<file path="src/acsc_pkg.sv">
// Package for the alarm clock seconds counter.
// Digit record type, key and event codes, reset constants. No dependencies.
package acsc_pkg;

    typedef struct packed {
        logic [1:0] ht;
        logic [3:0] ho;
        logic [2:0] mt;
        logic [3:0] mo;
        logic [2:0] st;
        logic [3:0] so;
    } t_hms;

    typedef enum logic [2:0] {
        KEY_NONE = 3'd0,
        KEY_SEC  = 3'd1,
        KEY_MIN  = 3'd2,
        KEY_HOUR = 3'd3,
        KEY_MODE = 3'd4
    } t_key;

    localparam logic FUNC_TICK = 1'b0;
    localparam logic FUNC_KEY  = 1'b1;

    localparam logic ROW_TIME  = 1'b0;
    localparam logic ROW_ALARM = 1'b1;

    localparam logic [7:0] C_TPS_RESET = 8'd20;

    // digit limits, low digit first
    localparam int C_ONES_MAX  = 9;
    localparam int C_TENS_MAX  = 5;
    localparam int C_HTENS_MAX = 2;
    localparam logic [1:0] C_DAY_HT = 2'd2;
    localparam logic [3:0] C_DAY_HO = 4'd3;

endpackage

</file>
<file path="src/alarm_clock_seconds_counter_unit.sv">
// Top level of the alarm clock seconds counter.
// Uses acsc_pkg and two acsc_chain digit chains (time and alarm).
//
// Usage:
//   Input stream: tuser[0] is the event kind (0 tick, 1 key), tdata[2:0] the
//   key code. Each accepted event updates the prescaler, time, alarm and mode.
//   Output stream: two transfers per event, time row first, alarm row second
//   with tlast high. tuser[0] is the row. tdata carries the HH:MM:SS digits,
//   the ring flag and the alarm-set flag, all taken after the event's update.
//   Config channel: one 8-bit write sets ticks per second; always ready.
// The result is registered: the first row appears the cycle after the event's transfer.
// Throughput: each event gives two output beats; the next event is taken in the
//   cycle the second beat leaves, so the input side never waits on the digit
//   chains.
// Stall: a held result stays on the port; a new event waits only for the
//   last beat of the pending pair.
// Reset: time, alarm, prescaler and mode clear to zero, ticks per second
//   returns to 20, the output is empty. No clearing pass.
module alarm_clock_seconds_counter_unit (
    input  logic        i_clk,
    input  logic        i_rst_n,
    input  logic        i_s_axis_tvalid,
    output logic        o_s_axis_tready,
    input  logic [7:0]  i_s_axis_tdata,   // [2:0] key_code
    input  logic [0:0]  i_s_axis_tuser,   // [0] func
    output logic        o_m_axis_tvalid,
    input  logic        i_m_axis_tready,
    output logic [23:0] o_m_axis_tdata,   // [1:0] hour_tens, [5:2] hour_ones,
                                          // [8:6] minute_tens, [12:9] minute_ones,
                                          // [15:13] second_tens, [19:16] second_ones,
                                          // [20] ring, [21] in_setting
    output logic [0:0]  o_m_axis_tuser,   // [0] row
    output logic        o_m_axis_tlast,
    input  logic        i_cfg_valid,
    output logic        o_cfg_ready,
    input  logic [7:0]  i_cfg_data
);
    import acsc_pkg::*;

    logic       s_acc;
    logic       m_acc;
    logic       is_tick;
    logic       is_key;
    t_key       key;
    logic [7:0] tick_inc;
    logic       sec_step;
    logic [2:0] time_inc;
    logic [2:0] alarm_inc;
    t_hms       time_next;
    t_hms       alarm_next;
    t_hms       row_sel;
    logic       ring_next;

    logic [7:0] r_tps;
    logic [7:0] r_tick;
    logic [7:0] n_tick;
    logic       r_set_mode;
    logic       n_set_mode;

    logic       r_valid;
    logic       r_phase;
    t_hms       r_time;
    t_hms       r_alarm;
    logic       r_ring;
    logic       r_set;

    assign o_cfg_ready = 1'b1;

    always_ff @(posedge i_clk) begin
        if (!i_rst_n) begin
            r_tps <= C_TPS_RESET;
        end else if (i_cfg_valid) begin
            r_tps <= i_cfg_data;
        end
    end

    assign o_s_axis_tready = !r_valid || (r_phase && i_m_axis_tready);
    assign s_acc   = i_s_axis_tvalid && o_s_axis_tready;
    assign m_acc   = o_m_axis_tvalid && i_m_axis_tready;
    assign is_tick = s_acc && (i_s_axis_tuser[0] == FUNC_TICK);
    assign is_key  = s_acc && (i_s_axis_tuser[0] == FUNC_KEY);
    assign key     = t_key'(i_s_axis_tdata[2:0]);

    // prescaler
    assign tick_inc = r_tick + 8'd1;
    assign sec_step = is_tick && (tick_inc >= r_tps);

    always_comb begin
        n_tick = r_tick;
        if (is_tick) begin
            n_tick = sec_step ? 8'd0 : tick_inc;
        end
    end

    // key decode
    always_comb begin
        n_set_mode = r_set_mode;
        alarm_inc  = 3'b000;
        if (is_key) begin
            unique case (key)
                KEY_SEC:  alarm_inc[0] = r_set_mode;
                KEY_MIN:  alarm_inc[1] = r_set_mode;
                KEY_HOUR: alarm_inc[2] = r_set_mode;
                KEY_MODE: n_set_mode   = !r_set_mode;
                default:  n_set_mode   = r_set_mode;
            endcase
        end
    end

    assign time_inc = {2'b00, sec_step};

    always_ff @(posedge i_clk) begin
        if (!i_rst_n) begin
            r_tick     <= '0;
            r_set_mode <= 1'b0;
        end else begin
            r_tick     <= n_tick;
            r_set_mode <= n_set_mode;
        end
    end

    acsc_chain u_time (
        .i_clk(i_clk), .i_rst_n(i_rst_n), .i_inc(time_inc), .o_next(time_next)
    );

    acsc_chain u_alarm (
        .i_clk(i_clk), .i_rst_n(i_rst_n), .i_inc(alarm_inc), .o_next(alarm_next)
    );

    assign ring_next = (time_next == alarm_next) && (alarm_next != '0);

    // output pair buffer
    always_ff @(posedge i_clk) begin
        if (!i_rst_n) begin
            r_valid <= 1'b0;
            r_phase <= ROW_TIME;
        end else if (s_acc) begin
            r_valid <= 1'b1;
            r_phase <= ROW_TIME;
        end else if (m_acc) begin
            if (r_phase == ROW_TIME) begin
                r_phase <= ROW_ALARM;
            end else begin
                r_valid <= 1'b0;
            end
        end
    end

    always_ff @(posedge i_clk) begin
        if (s_acc) begin
            r_time  <= time_next;
            r_alarm <= alarm_next;
            r_ring  <= ring_next;
            r_set   <= n_set_mode;
        end
    end

    assign row_sel = (r_phase == ROW_ALARM) ? r_alarm : r_time;

    assign o_m_axis_tvalid   = r_valid;
    assign o_m_axis_tuser[0] = r_phase;
    assign o_m_axis_tlast    = r_phase;
    assign o_m_axis_tdata    = {2'b00, r_set, r_ring, row_sel.so, row_sel.st,
                                row_sel.mo, row_sel.mt, row_sel.ho, row_sel.ht};

    a_ring_match: assert property (@(posedge i_clk) disable iff (!i_rst_n)
        (r_valid && r_ring) |-> ((r_time == r_alarm) && (r_alarm != '0)))
        else $error("ring flag without matching nonzero alarm");

    a_mode_hold: assert property (@(posedge i_clk) disable iff (!i_rst_n)
        !is_key |=> $stable(r_set_mode))
        else $error("mode changed without a key transfer");

    a_pair_second: assert property (@(posedge i_clk) disable iff (!i_rst_n)
        (m_acc && (r_phase == ROW_TIME)) |=> (r_valid && (r_phase == ROW_ALARM)))
        else $error("alarm row lost after time row transfer");

endmodule

</file>
<file path="src/acsc_digit_cell.sv">
// One decimal digit cell of an HH:MM:SS chain.
// Counts on i_inc, clears on i_clr, hands a carry to its neighbor; no package dependencies.
module acsc_digit_cell #(
    parameter int W    = 4,
    parameter int MAXV = 9
) (
    input  logic         i_clk,
    input  logic         i_rst_n,
    input  logic         i_inc,
    input  logic         i_clr,
    output logic         o_carry,
    output logic [W-1:0] o_digit,
    output logic [W-1:0] o_next
);

    logic [W-1:0] r_digit;
    logic [W-1:0] n_digit;
    logic         wrap;

    assign wrap = (r_digit == W'(MAXV));

    always_comb begin
        if (i_clr) begin
            n_digit = '0;
        end else if (i_inc) begin
            n_digit = wrap ? '0 : r_digit + W'(1);
        end else begin
            n_digit = r_digit;
        end
    end

    always_ff @(posedge i_clk) begin
        if (!i_rst_n) begin
            r_digit <= '0;
        end else begin
            r_digit <= n_digit;
        end
    end

    assign o_carry = i_inc & wrap;
    assign o_digit = r_digit;
    assign o_next  = n_digit;

endmodule

</file>
<file path="src/acsc_chain.sv">
// Six digit cells forming a seconds-of-day counter with wrap at 24:00:00.
// Uses acsc_pkg and acsc_digit_cell.
module acsc_chain (
    input  logic          i_clk,
    input  logic          i_rst_n,
    input  logic [2:0]    i_inc,     // [0] +1s, [1] +1min, [2] +1h
    output acsc_pkg::t_hms o_next
);
    import acsc_pkg::*;

    logic [5:0] carry;
    logic [5:0] inc;
    logic       clr;
    logic [3:0] cur_ho;
    logic [1:0] cur_ht;

    assign inc[0] = i_inc[0];
    assign inc[1] = carry[0];
    assign inc[2] = i_inc[1] | carry[1];
    assign inc[3] = carry[2];
    assign inc[4] = i_inc[2] | carry[3];
    assign inc[5] = carry[4];

    // 23 -> 24 in the hours is the end of the day
    assign clr = inc[4] && (cur_ht == C_DAY_HT) && (cur_ho == C_DAY_HO);

    acsc_digit_cell #(.W(4), .MAXV(C_ONES_MAX)) u_so (
        .i_clk(i_clk), .i_rst_n(i_rst_n), .i_inc(inc[0]), .i_clr(clr),
        .o_carry(carry[0]), .o_digit(), .o_next(o_next.so)
    );
    acsc_digit_cell #(.W(3), .MAXV(C_TENS_MAX)) u_st (
        .i_clk(i_clk), .i_rst_n(i_rst_n), .i_inc(inc[1]), .i_clr(clr),
        .o_carry(carry[1]), .o_digit(), .o_next(o_next.st)
    );
    acsc_digit_cell #(.W(4), .MAXV(C_ONES_MAX)) u_mo (
        .i_clk(i_clk), .i_rst_n(i_rst_n), .i_inc(inc[2]), .i_clr(clr),
        .o_carry(carry[2]), .o_digit(), .o_next(o_next.mo)
    );
    acsc_digit_cell #(.W(3), .MAXV(C_TENS_MAX)) u_mt (
        .i_clk(i_clk), .i_rst_n(i_rst_n), .i_inc(inc[3]), .i_clr(clr),
        .o_carry(carry[3]), .o_digit(), .o_next(o_next.mt)
    );
    acsc_digit_cell #(.W(4), .MAXV(C_ONES_MAX)) u_ho (
        .i_clk(i_clk), .i_rst_n(i_rst_n), .i_inc(inc[4]), .i_clr(clr),
        .o_carry(carry[4]), .o_digit(cur_ho), .o_next(o_next.ho)
    );
    acsc_digit_cell #(.W(2), .MAXV(C_HTENS_MAX)) u_ht (
        .i_clk(i_clk), .i_rst_n(i_rst_n), .i_inc(inc[5]), .i_clr(clr),
        .o_carry(carry[5]), .o_digit(cur_ht), .o_next(o_next.ht)
    );

endmodule

</file>
<file path="config.mk">
export PLATFORM = sky130hd
export DESIGN_NAME = alarm_clock_seconds_counter_unit
export DESIGN_NICKNAME = d
export VERILOG_FILES = /design/src/acsc_pkg.sv /design/src/alarm_clock_seconds_counter_unit.sv /design/src/acsc_digit_cell.sv /design/src/acsc_chain.sv
export SDC_FILE = /design/constraint.sdc
export NUM_CORES = 1
export LEC_CHECK = 0
export CAP_MARGIN = 20
export CORE_MARGIN = 3
export CORE_UTILIZATION = 58
export CTS_CLUSTER_SIZE = 30
export DETAILED_ROUTE_END_ITERATION = 10
export DONT_BUFFER_PORTS = 1
export PLACE_DENSITY = 0.76
export SYNTH_ARGS = -nofsm -noshare
export SYNTH_HDL_FRONTEND = slang
export SYNTH_SLANG_ARGS = --single-unit
</file>
<file path="constraint.sdc">
create_clock -name i_clk -period 3.7 [get_ports i_clk]
set_input_delay 0.37 -clock i_clk [delete_from_list [all_inputs] [get_ports i_clk]]
set_output_delay 0.37 -clock i_clk [all_outputs]
set_load 0.1 [all_outputs]
</file>
======== Word level (Yosys, flattened, before mapping) ========
Cells that the tools add are included.
word-level totals
  register bits ........................... 101
  bits in latches ......................... 0
  bits in writable memories ............... 0
  memory bits (read-only) ................. 0
  output and inout bits ................... 29
  word-level logic and storage cells ...... 144
  memories ................................ 0
operators by class
  $add $sub $neg .......................... 13
  multiply operators ...................... 0
  divide/modulo/power cells ............... 0
  magnitude comparators ................... 1
  equal/unequal tests ..................... 19
  shift operators ......................... 0
  muxes and demuxes ....................... 47
  bitwise logic cells ..................... 14
  reduce and logical (&&, ||, !) cells .... 19
operators by type and width
  kind                   number
  $mux W4                18
  $mux W3                13
  $add A4 B1 Y4 const B  6
  $eq A4 B4 Y1 const B   6
  $eq A20 B20 Y1         1
  $mux W20               1
  $reduce_bool A20 Y1    1
  $eq A3 B3 Y1 const B   5
  $add A3 B1 Y3 const B  4
  $mux W2                6
  $logic_and A1 B1 Y1    11
  $and A1 B1 Y1          10
  $add A8 B1 Y8 const B  1
  $eq A4 B2 Y1 const B   2
  $ge A8 B8 Y1           1
  $mux W1                8
  $mux W8                1
  $eq A3 B2 Y1 const B   2
  $add A2 B1 Y2 const B  2
  $eq A2 B2 Y1 const B   2
  $reduce_bool A2 Y1     2
  $eq A3 B1 Y1 const B   1
  $logic_not A1 Y1       2
  $not A1 Y1             2
  other kinds (4)        5

======== Longest topological paths before layout ========
Gate-level depths: netlist of the first run.
  word-level depth ........................ 16
  depth in mapped cells ................... 17
  depth with buffers taken out ............ 14

======== Cells and area by module ========
Synthesis of the first run repeated with hierarchy kept, for this count alone.
unflattened totals
  cells, all modules ...................... 489
  area total of the unflattened synthesis .. 5074.9 um^2
by module, submodules not included
  module                               instances  cells each  area each (um^2)
  alarm_clock_seconds_counter_unit     1          241         2917.8
  acsc_digit_cell at u_alarm.u_ho ...  6          25          202.7
  acsc_digit_cell at u_alarm.u_mt ...  4          16          153.9
  acsc_digit_cell at u_alarm.u_ht ...  2          13          102.6
  acsc_chain                           2          4           60.1

======== Worst setup path before layout of the first run ========
No wires, ideal clock.
  path kind ............................... register -> register
  start point ............................. register r_phase, in the netlist o_m_axis_tlast
  end point ............................... register r_ring, data pin
  setup time .............................. 0.170 ns
  arrival time ............................ 4.847 ns
  data required time ...................... 3.530 ns
  setup slack ............................. -1.316 ns
  stages on the path, launching flop included .. 11
  cells stage by stage .................... dfxtp_1 a21boi_2 inv_1 and2_1 nand2b_1 nor4_1 mux2_2 xnor2_1 nand2b_1 or4_1 nor4_2
RTL lines
  element                 RTL line                                 source
  from (decl)             alarm_clock_seconds_counter_unit.sv:61   logic r_phase;
  from (signal assigned)  alarm_clock_seconds_counter_unit.sv:136  r_phase <= ROW_TIME;
  from (signal assigned)  alarm_clock_seconds_counter_unit.sv:139  r_phase <= ROW_TIME;
  from (signal assigned)  alarm_clock_seconds_counter_unit.sv:142  r_phase <= ROW_ALARM;
  to (signal assigned)    alarm_clock_seconds_counter_unit.sv:153  r_ring <= ring_next;
  to (decl)               alarm_clock_seconds_counter_unit.sv:64   logic r_ring;

======== Worst setup path in the final report of the first run ========
  start point ............................. register r_tick[0]
  end point ............................... register r_ring, data pin
between the ends
  cells in the longest elaborated chain, start to end .. 12
RTL lines
  element                                                      RTL line                                 source
  from (decl)                                                  alarm_clock_seconds_counter_unit.sv:55   logic [7:0] r_tick;
  from (signal assigned)                                       alarm_clock_seconds_counter_unit.sv:117  r_tick <= n_tick;
  $add A8 B1 Y8 *                                              alarm_clock_seconds_counter_unit.sv:85   assign tick_inc = r_tick + 8'd1;
  $ge A8 B8 Y1 *                                               alarm_clock_seconds_counter_unit.sv:86   assign sec_step = is_tick && (tick_inc >= r_tps);
  $logic_and A1 B1 Y1 *                                        alarm_clock_seconds_counter_unit.sv:86
  $and A1 B1 Y1 (4 in a row)                                   acsc_digit_cell.sv:40                    assign o_carry = i_inc & wrap;
  $and A1 B1 Y1 / $logic_and A1 B1 Y1 (equally long branches)  acsc_digit_cell.sv:40, acsc_chain.sv:25
  $mux W2 / $logic_and A1 B1 Y1 (equally long branches)        acsc_digit_cell.sv:25, acsc_chain.sv:25
  $mux W2, or another cell as far along                        acsc_digit_cell.sv:23                    if (i_clr) begin
  $eq A20 B20 Y1 *                                             alarm_clock_seconds_counter_unit.sv:130  assign ring_next = (time_next == alarm_next) && (alarm_next != '0);
  $logic_and A1 B1 Y1 *                                        alarm_clock_seconds_counter_unit.sv:130
  net ring_next                                                alarm_clock_seconds_counter_unit.sv:52   logic ring_next;
Mark *: on every way through the listed nets, which the timed path passes. The rest lies on a longest branch.
A chain may end at the register's enable or synchronous reset.

==> results of run 1 <==
## worst max-delay path: stages (launching register included)
cell and delay (ns):
dfxtp_4 0.37, ha_1 0.18, nand3_2 0.12, nor2_2 0.15, xor2_1 0.09, ha_1 0.30
nand2_1 0.06, o21ai_0 0.22, a21oi_2 0.08, buf_4 0.20, nor4_2 0.37, xnor2_2 0.20
xor2_1 0.19, nand4_1 0.15, or4_1 0.44, nor4_2 0.23
## sequential cells by signal (all words and copies together), names as in the netlist, 2 cells and up
register and cells:
r_alarm 20, r_tick 8, r_time 20, r_tps 8, u_alarm.u_ho.o_digit 4, u_alarm.u_ht.o_digit 2
u_alarm.u_mo.o_digit 4, u_alarm.u_mt.o_digit 3, u_alarm.u_so.o_digit 4, u_alarm.u_st.o_digit 3, u_time.u_ho.o_digit 4, u_time.u_ht.o_digit 2
u_time.u_mo.o_digit 4, u_time.u_mt.o_digit 3, u_time.u_so.o_digit 4, u_time.u_st.o_digit 3
## cells by family after synthesis
logic type      share of synthesized area [%]
flops                                   44.46
buf+inv                                 4.533
compound gates                          9.567
xor+xnor                                6.059
other cells                            0.1367
mux                                     8.838
fa+ha+maj                               2.050
simple gates                            24.35
## cell type report
cell class / instances / area (sq um) / share of cell area, %
flip-flops and latches: 101 / 2452 / 41.01
multi-input cells: 391 / 2912 / 48.69
clock buffers: 11 / 131.4 / 2.197
repair buffers: 23 / 180.2 / 3.013
clock inverters: 5 / 37.54 / 0.6277
inverters: 28 / 108.9 / 1.820
well taps: 126 / 157.7 / 2.637
## worst max path at each step
stage,start,end,slack (ns)
2_1_floorplan,o_m_axis_tlast,r_ring,0.04
3_3_place_gp,r_tick[0],r_ring,0.06
3_5_place_dp,r_tick[0],r_ring,-0.06
4_1_cts,r_tick[0],r_ring,0.05
5_1_grt,r_tick[0],r_ring,-0.01
6_report,r_tick[0],r_ring,0.16
## cell usage after synthesis, types with 8 or more instances
cell type and instances:
o21ai_0 16, nand3_1 18, ha_1 9, dfxtp_1 59
edfxtp_1 42, nor2_1 36, nor3_1 13, a21oi_1 17
nor4_1 8, inv_1 28, and2_1 34, mux2_2 28
xnor2_1 23, xor2_1 15, nor2b_1 27, mux2i_1 17
clkbuf_1 13, nand2_1 29
## through the flow
step / cell area, sq um / setup TNS [ns]
global route: 5979 / -0.01437
floorplan: 5505 / 0
finish: 5979 / 0
detailed placement: 5665 / -0.05865
CTS: 5871 / 0
global placement: 5665 / 0
## power groups by stage
| stage | Sequential, uW | Clock [uW] | Combinational [uW] |
|---|---|---|---|
| finish | 1200 | 632 | 250 |
| global route | 1210 | 689 | 261 |
| CTS | 1210 | 636 | 250 |
| detailed placement | 1230 | 0 | 250 |
| global placement | 1230 | 0 | 246 |
| floorplan | 1230 | 0 | 235 |
## metal layers
metal | track usage [%] | part of all wire, %
met1 | 28.01 | 44
met4 | 10.06 | 3.0
met5 | 0 | 0
met3 | 4.225 | 4.5
met2 | 35.47 | 49
## repair_timing
| item | CTS | global route |
|---|---|---|
| buffers inserted | 1 | 3 |
| resized for setup | 5 | 20 |
| endpoints found under the hold margin | 0 | 0 |
| hold buffers | 0 | 0 |
| pin swaps | 0 | 6 |
| endpoints found under the setup margin | 1 | 1 |
==> flow_metrics.py, run 1 <==
metrics = {
    "floorplan": {
        "ioPinCount": 51,
        "die-area_sq_um": 10670,
        "initial_core_util_pct": 61.19,
        "fp-row-count": 34,
        "die_w_microns": 103.3,
        "die_y_microns": 103.3,
        "core_sq_um": 8976,
    },
    "global_routing": {
        "overflow": 0,
        "grt_pass1_wl_mm": 18.08,
        "grtUsageTotal_pct": 21.76,
        "grt_pass1_vias": 3811,
        "grt_max_degree": 59,
        "antenna_found_initial": 0,
    },
    "final_layout": {
        "area_growth_pct": 8.861,
        "final_cell_mix": "dfxtp_1, edfxtp_1, nor2_1, and2_1, nand2_1",
        "postLayoutCoreUtil_pct": 66.62,
        "layout-drive-gt1-share_pct": 19.14,
        "layout_commonest_cell": "dfxtp_1",
        "fin_nets": 585,
        "layout.cells.non_filler": 685,
        "num_antenna_cells": 0,
        "nFillCells": 706,
    },
    "place": {
        "io_buffers": 0,
        "post-place-cells": 665,
        "dpl.hpwl_mm": 8.052,
        "gp_congestion": 0.9056,
        "dp_worst_setup_slack_ns": -0.05865,
    },
    "power": {
        "p_comb_share_pct": 12.0,
        "finalPower_uw": 2087,
        "ir_drop_v": 0.0001959,
        "power.density_nw_per_um2": 349.0,
        "pwr-share-clk_pct": 30.3,
        "switching_share_pct": 28.97,
        "internal_power_uw": 1482,
        "p_seq_share_pct": 57.7,
        "p_leak_uw": 0.002218,
        "switchingPower_uw": 604.6,
    },
    "synthesis": {
        "synthArstFlopShare_pct": 0,
        "ys_seq_elements": 101,
        "synth_edf_count": 42,
        "netlist_area_sq_um": 5493,
        "syn_inst": 545,
        "yosysTopAreaCell": "edfxtp_1",
        "ys_seq_area_share_pct": 44.46,
        "synth_warnings": 0,
        "syn_avg_cell_area_sq_um": 10.08,
        "synth_top_area_share_pct": 22.96,
        "synth.area.top_cells": "edfxtp_1, dfxtp_1, mux2_2, and2_1, xnor2_1",
        "netlist-cell-type-count": 70,
        "synthFlopType": "dfxtp_1",
    },
    "detailed_routing": {
        "postRouteAntennaNets": 0,
        "viasPerCell": 5.813,
        "route.detailed.wl_per_inst_microns": 16.41,
        "vias": 3982,
        "wirelength_mm": 11.24,
        "drcViolationCount": 0,
        "drt_iter0_drc": 183,
        "drtPass1Iterations": 5,
    },
    "timing": {
        "final-max-slew-violation-count": 0,
        "hold_ws_ns": 0.09974,
        "period_share_pct": 95.71,
        "max_freq_mhz": 282.4,
        "setup_slack_ns": 0.1589,
        "relSlewSlack_pct": 37.71,
        "period_minus_slack_ns": 3.541,
        "finClkSkew_ns": 0.01576,
        "worstMarginPinSlew_ns": 0.9363,
        "finalSetupViolations": 0,
        "hold_violations": 0,
    },
    "hold_path": {
        "hold-path-endpoint": "r_tps[2]",
        "holdCritStartpoint": "i_rst_n",
        "min_path_cells": 1,
        "worstHoldPathType": "input port to register",
    },
    "clock_network": {
        "path_clk_slew_ns": 0.10,
        "clock-sinks": 101,
        "cts.path.max_buffers": 2,
        "cts_root_buf": "clkbuf_8",
        "htree_levels": 3,
        "cts_buffers": 9,
        "tritoncts": "yes",
        "clk_latency_ns": 0.37,
    },
    "setup_path": {
        "arrival_ns": 3.73,
        "rr_worst_depth": 15,
        "worst_setup_path_start_kind": "register",
        "regToRegSetupSlack_ns": 0.16,
        "cp.required_ns": 3.89,
        "r2r-start": "r_tick[0]",
        "crit_path_end_kind": "register",
        "regToRegEndpoint": "r_ring",
        "crit_type": "register to register",
        "critical_path_peak_fanout": 13,
    },
    "outcome": {
        "status": "finished, final reports clean",
    },
    "run": {
        "maxCapViolCount": 0,
    },
}
Note: power is estimated with default switching activity, not from simulation.
==> run 2: changes to the inputs <==
--- a/config.mk
+++ b/config.mk
@@ -7,11 +7,12 @@
 export LEC_CHECK = 0
 export CAP_MARGIN = 20
 export CORE_MARGIN = 3
-export CORE_UTILIZATION = 58
+export CORE_UTILIZATION = 57
 export CTS_CLUSTER_SIZE = 30
 export DETAILED_ROUTE_END_ITERATION = 10
 export DONT_BUFFER_PORTS = 1
-export PLACE_DENSITY = 0.76
+export PLACE_DENSITY = 0.75
 export SYNTH_ARGS = -nofsm -noshare
 export SYNTH_HDL_FRONTEND = slang
+export SYNTH_HIERARCHICAL = 1
 export SYNTH_SLANG_ARGS = --single-unit
==> run 2 against run 1 <==
  * The run now ends with negative setup slack left
  * Total power grew 17%
  * Worst setup slack lost 1.2 ns
  * Clock skew shrank 0.0080 ns
  * Global-route usage grew 5.0 points
==> flow_metrics.py, run 2 <==
metrics = {
    "power": {
        "ir_drop_v": 0.0004206,
        "p_leak_uw": 0.002819,
        "power.density_nw_per_um2": 350.6,
    },
    "place": {
        "dpl.hpwl_mm": 8.537,
        "io_buffers": 0,
        "gp_congestion": 0.9397,
        "post-place-cells": 681,
        "dp_worst_setup_slack_ns": -1.013,
    },
    "synthesis": {
        "syn_inst": 485,
        "synth_warnings": 6,
        "syn_avg_cell_area_sq_um": 10.43,
        "netlist_area_sq_um": 5060,
    },
    "global_routing": {
        "antenna_found_initial": 0,
        "grt_pass1_vias": 4398,
        "grt_max_degree": 45,
        "overflow": 0,
        "grtUsageTotal_pct": 26.74,
        "grt_pass1_wl_mm": 20.99,
    },
    "timing": {
        "relSlewSlack_pct": 35.71,
        "max_freq_mhz": 213.0,
        "hold_violations": 0,
        "setup_slack_ns": -0.9958,
        "finalSetupViolations": 41,
        "finClkSkew_ns": 0.007743,
        "final-max-slew-violation-count": 0,
        "worstMarginPinSlew_ns": 0.9664,
        "period_minus_slack_ns": 4.696,
        "period_share_pct": 126.9,
        "rsz0062_at_grt": "yes",
    },
    "setup_path": {
        "cp.required_ns": 3.93,
        "worst_setup_path_start_kind": "register",
        "path_buf_inv": 2,
        "cpPeakStageDelay_ns": 0.38,
        "critPathSlowestCell": "dfxtp_4",
        "critical_path_peak_fanout": 6,
        "critPathTopFamily": "simple AND/OR/NAND/NOR gates",
        "crit_type": "register to register",
        "arrival_ns": 4.93,
        "crit_path_end_kind": "register",
    },
    "final_layout": {
        "layout_commonest_cell": "buf_4",
        "regArea_sq_um": 2460,
        "multi_input_area_sq_um": 3057,
        "layout-drive-gt1-share_pct": 45.62,
        "area_growth_pct": 37.83,
        "fin_nets": 642,
        "top_regs": "r_alarm x20, r_time x20",
        "final_cell_mix": "buf_4, dfxtp_1, edfxtp_1, nor2_1",
        "nFillCells": 452,
        "num_antenna_cells": 0,
        "layout.cells.non_filler": 721,
        "postLayoutCoreUtil_pct": 82.80,
    },
    "detailed_routing": {
        "highest_layer": "met4",
        "routedLengthMet1_mm": 5.480,
        "drt_iter0_drc": 267,
        "vias": 4437,
        "route.detailed.wl_per_inst_microns": 20.77,
        "met2_length_mm": 7.924,
        "postRouteAntennaNets": 0,
        "drcViolationCount": 0,
        "wirelength_mm": 14.98,
        "drtPass1Iterations": 5,
        "dr_wl_met3_microns": 944,
        "viasPerCell": 6.154,
    },
    "clock_network": {
        "htree_levels": 3,
        "cts_root_buf": "clkbuf_8",
        "tritoncts": "yes",
        "cts.path.max_buffers": 2,
        "clk_latency_ns": 0.37,
        "cts_hold_buffers": 0,
        "clock-sinks": 101,
        "cts_buffers": 9,
        "path_clk_slew_ns": 0.10,
    },
    "floorplan": {
        "initial_core_util_pct": 60.07,
        "die-area_sq_um": 10040,
        "fp-row-count": 33,
        "die_w_microns": 100.2,
        "die_y_microns": 100.2,
        "core_sq_um": 8423,
        "ioPinCount": 51,
    },
    "outcome": {
        "violations": "negative setup slack",
        "status": "complete, but fails checks",
    },
    "hold_path": {
        "worstHoldPathType": "input port to register",
    },
    "run": {
        "maxCapViolCount": 0,
    },
}
==> run 2: cell count changes in the layout (fill, tap and decap cells not counted), sizes merged, moves of 6 or more <==
cell    delta
mux2       -8
inv       -13
a21oi     +34
mux2i     -11
nor3      -13
nor2b     -12
and2      -26
a21bo      +8
buf      +100
and4b     +10
xor2       +6
nand2b    +10
nor2       +6
==> run 2: final cells by class <==
class	count	area share (%)
clock buffers	9	1.776
inverters	13	0.8073
clock inverters	7	1.704
multi-input cells	363	43.83
repair buffers	123	14.73
well taps	105	1.884
flip-flops and latches	101	35.27
==> run 2: routing by layer <==
layer | track usage (%) | vias to the layer above
li1 | - | 1992
met1 | 29.94 | 2152
met2 | 48.32 | 232
met3 | 5.976 | 61
met4 | 11.81 | 0
met5 | 0 | -
==> run 2: stage by stage <==
stage | total power, uW | setup TNS, ns | hold slack [ns] | instance area (sq um)
after global routing | 2532 | -28.11 | 0.07842 | 6974
after floorplan | 1531 | -38.00 | 0.4401 | 5248
after detailed placement | 1589 | -13.29 | 0.4649 | 6056
after CTS | 2431 | -12.10 | 0.1077 | 6651
after global placement | 1580 | -8.998 | 0.4536 | 6056
final | 2445 | -21.68 | 0.1039 | 6974
==> run 2: worst reg2reg max path, cell delays in order, from the launching register on <==
cell and delay [ns]:
dfxtp_4 0.38, ha_4 0.17, nand3_4 0.07, nor2_4 0.05, xor2_2 0.17, ha_1 0.35, a41oi_2 0.16, a21oi_2 0.18
a21oi_2 0.09, nor2b_2 0.14, nand2_2 0.09, nor3b_4 0.22, and4b_2 0.28, or2_4 0.15, nand2_4 0.06, nor3b_4 0.22
and4b_2 0.25, or2_4 0.13, nor4b_4 0.23, buf_4 0.20, buf_12 0.14, nor2_4 0.05, xor2_1 0.20, nor4_1 0.31
nand4_1 0.16, nor3_2 0.12
==> run 2: final timing paths <==
check             slack (ns)        end  startpoint  cells after the start
setup / recovery        -1.0     r_ring   r_tick[0]                     25
hold / removal          0.10   r_tps[2]     i_rst_n                      1
setup reg to reg        -1.0     r_ring   r_tick[0]                     25
hold reg to reg         0.51  r_tick[7]   r_tick[7]                      2
==> run 2: power by group <==
group | switching [uW] | internal (uW)
Combinational | 273 | 105
Clock | 387 | 453
Sequential | 31.4 | 1200
Total | 692 | 1750
==> run 2: what timing repair did <==
item | in CTS | in global routing
pin swaps | 30 | 39
setup buffers | 10 | 16
cloned | 1 | 1
setup endpoints to repair | 42 | 52
resized for setup | 57 | 52
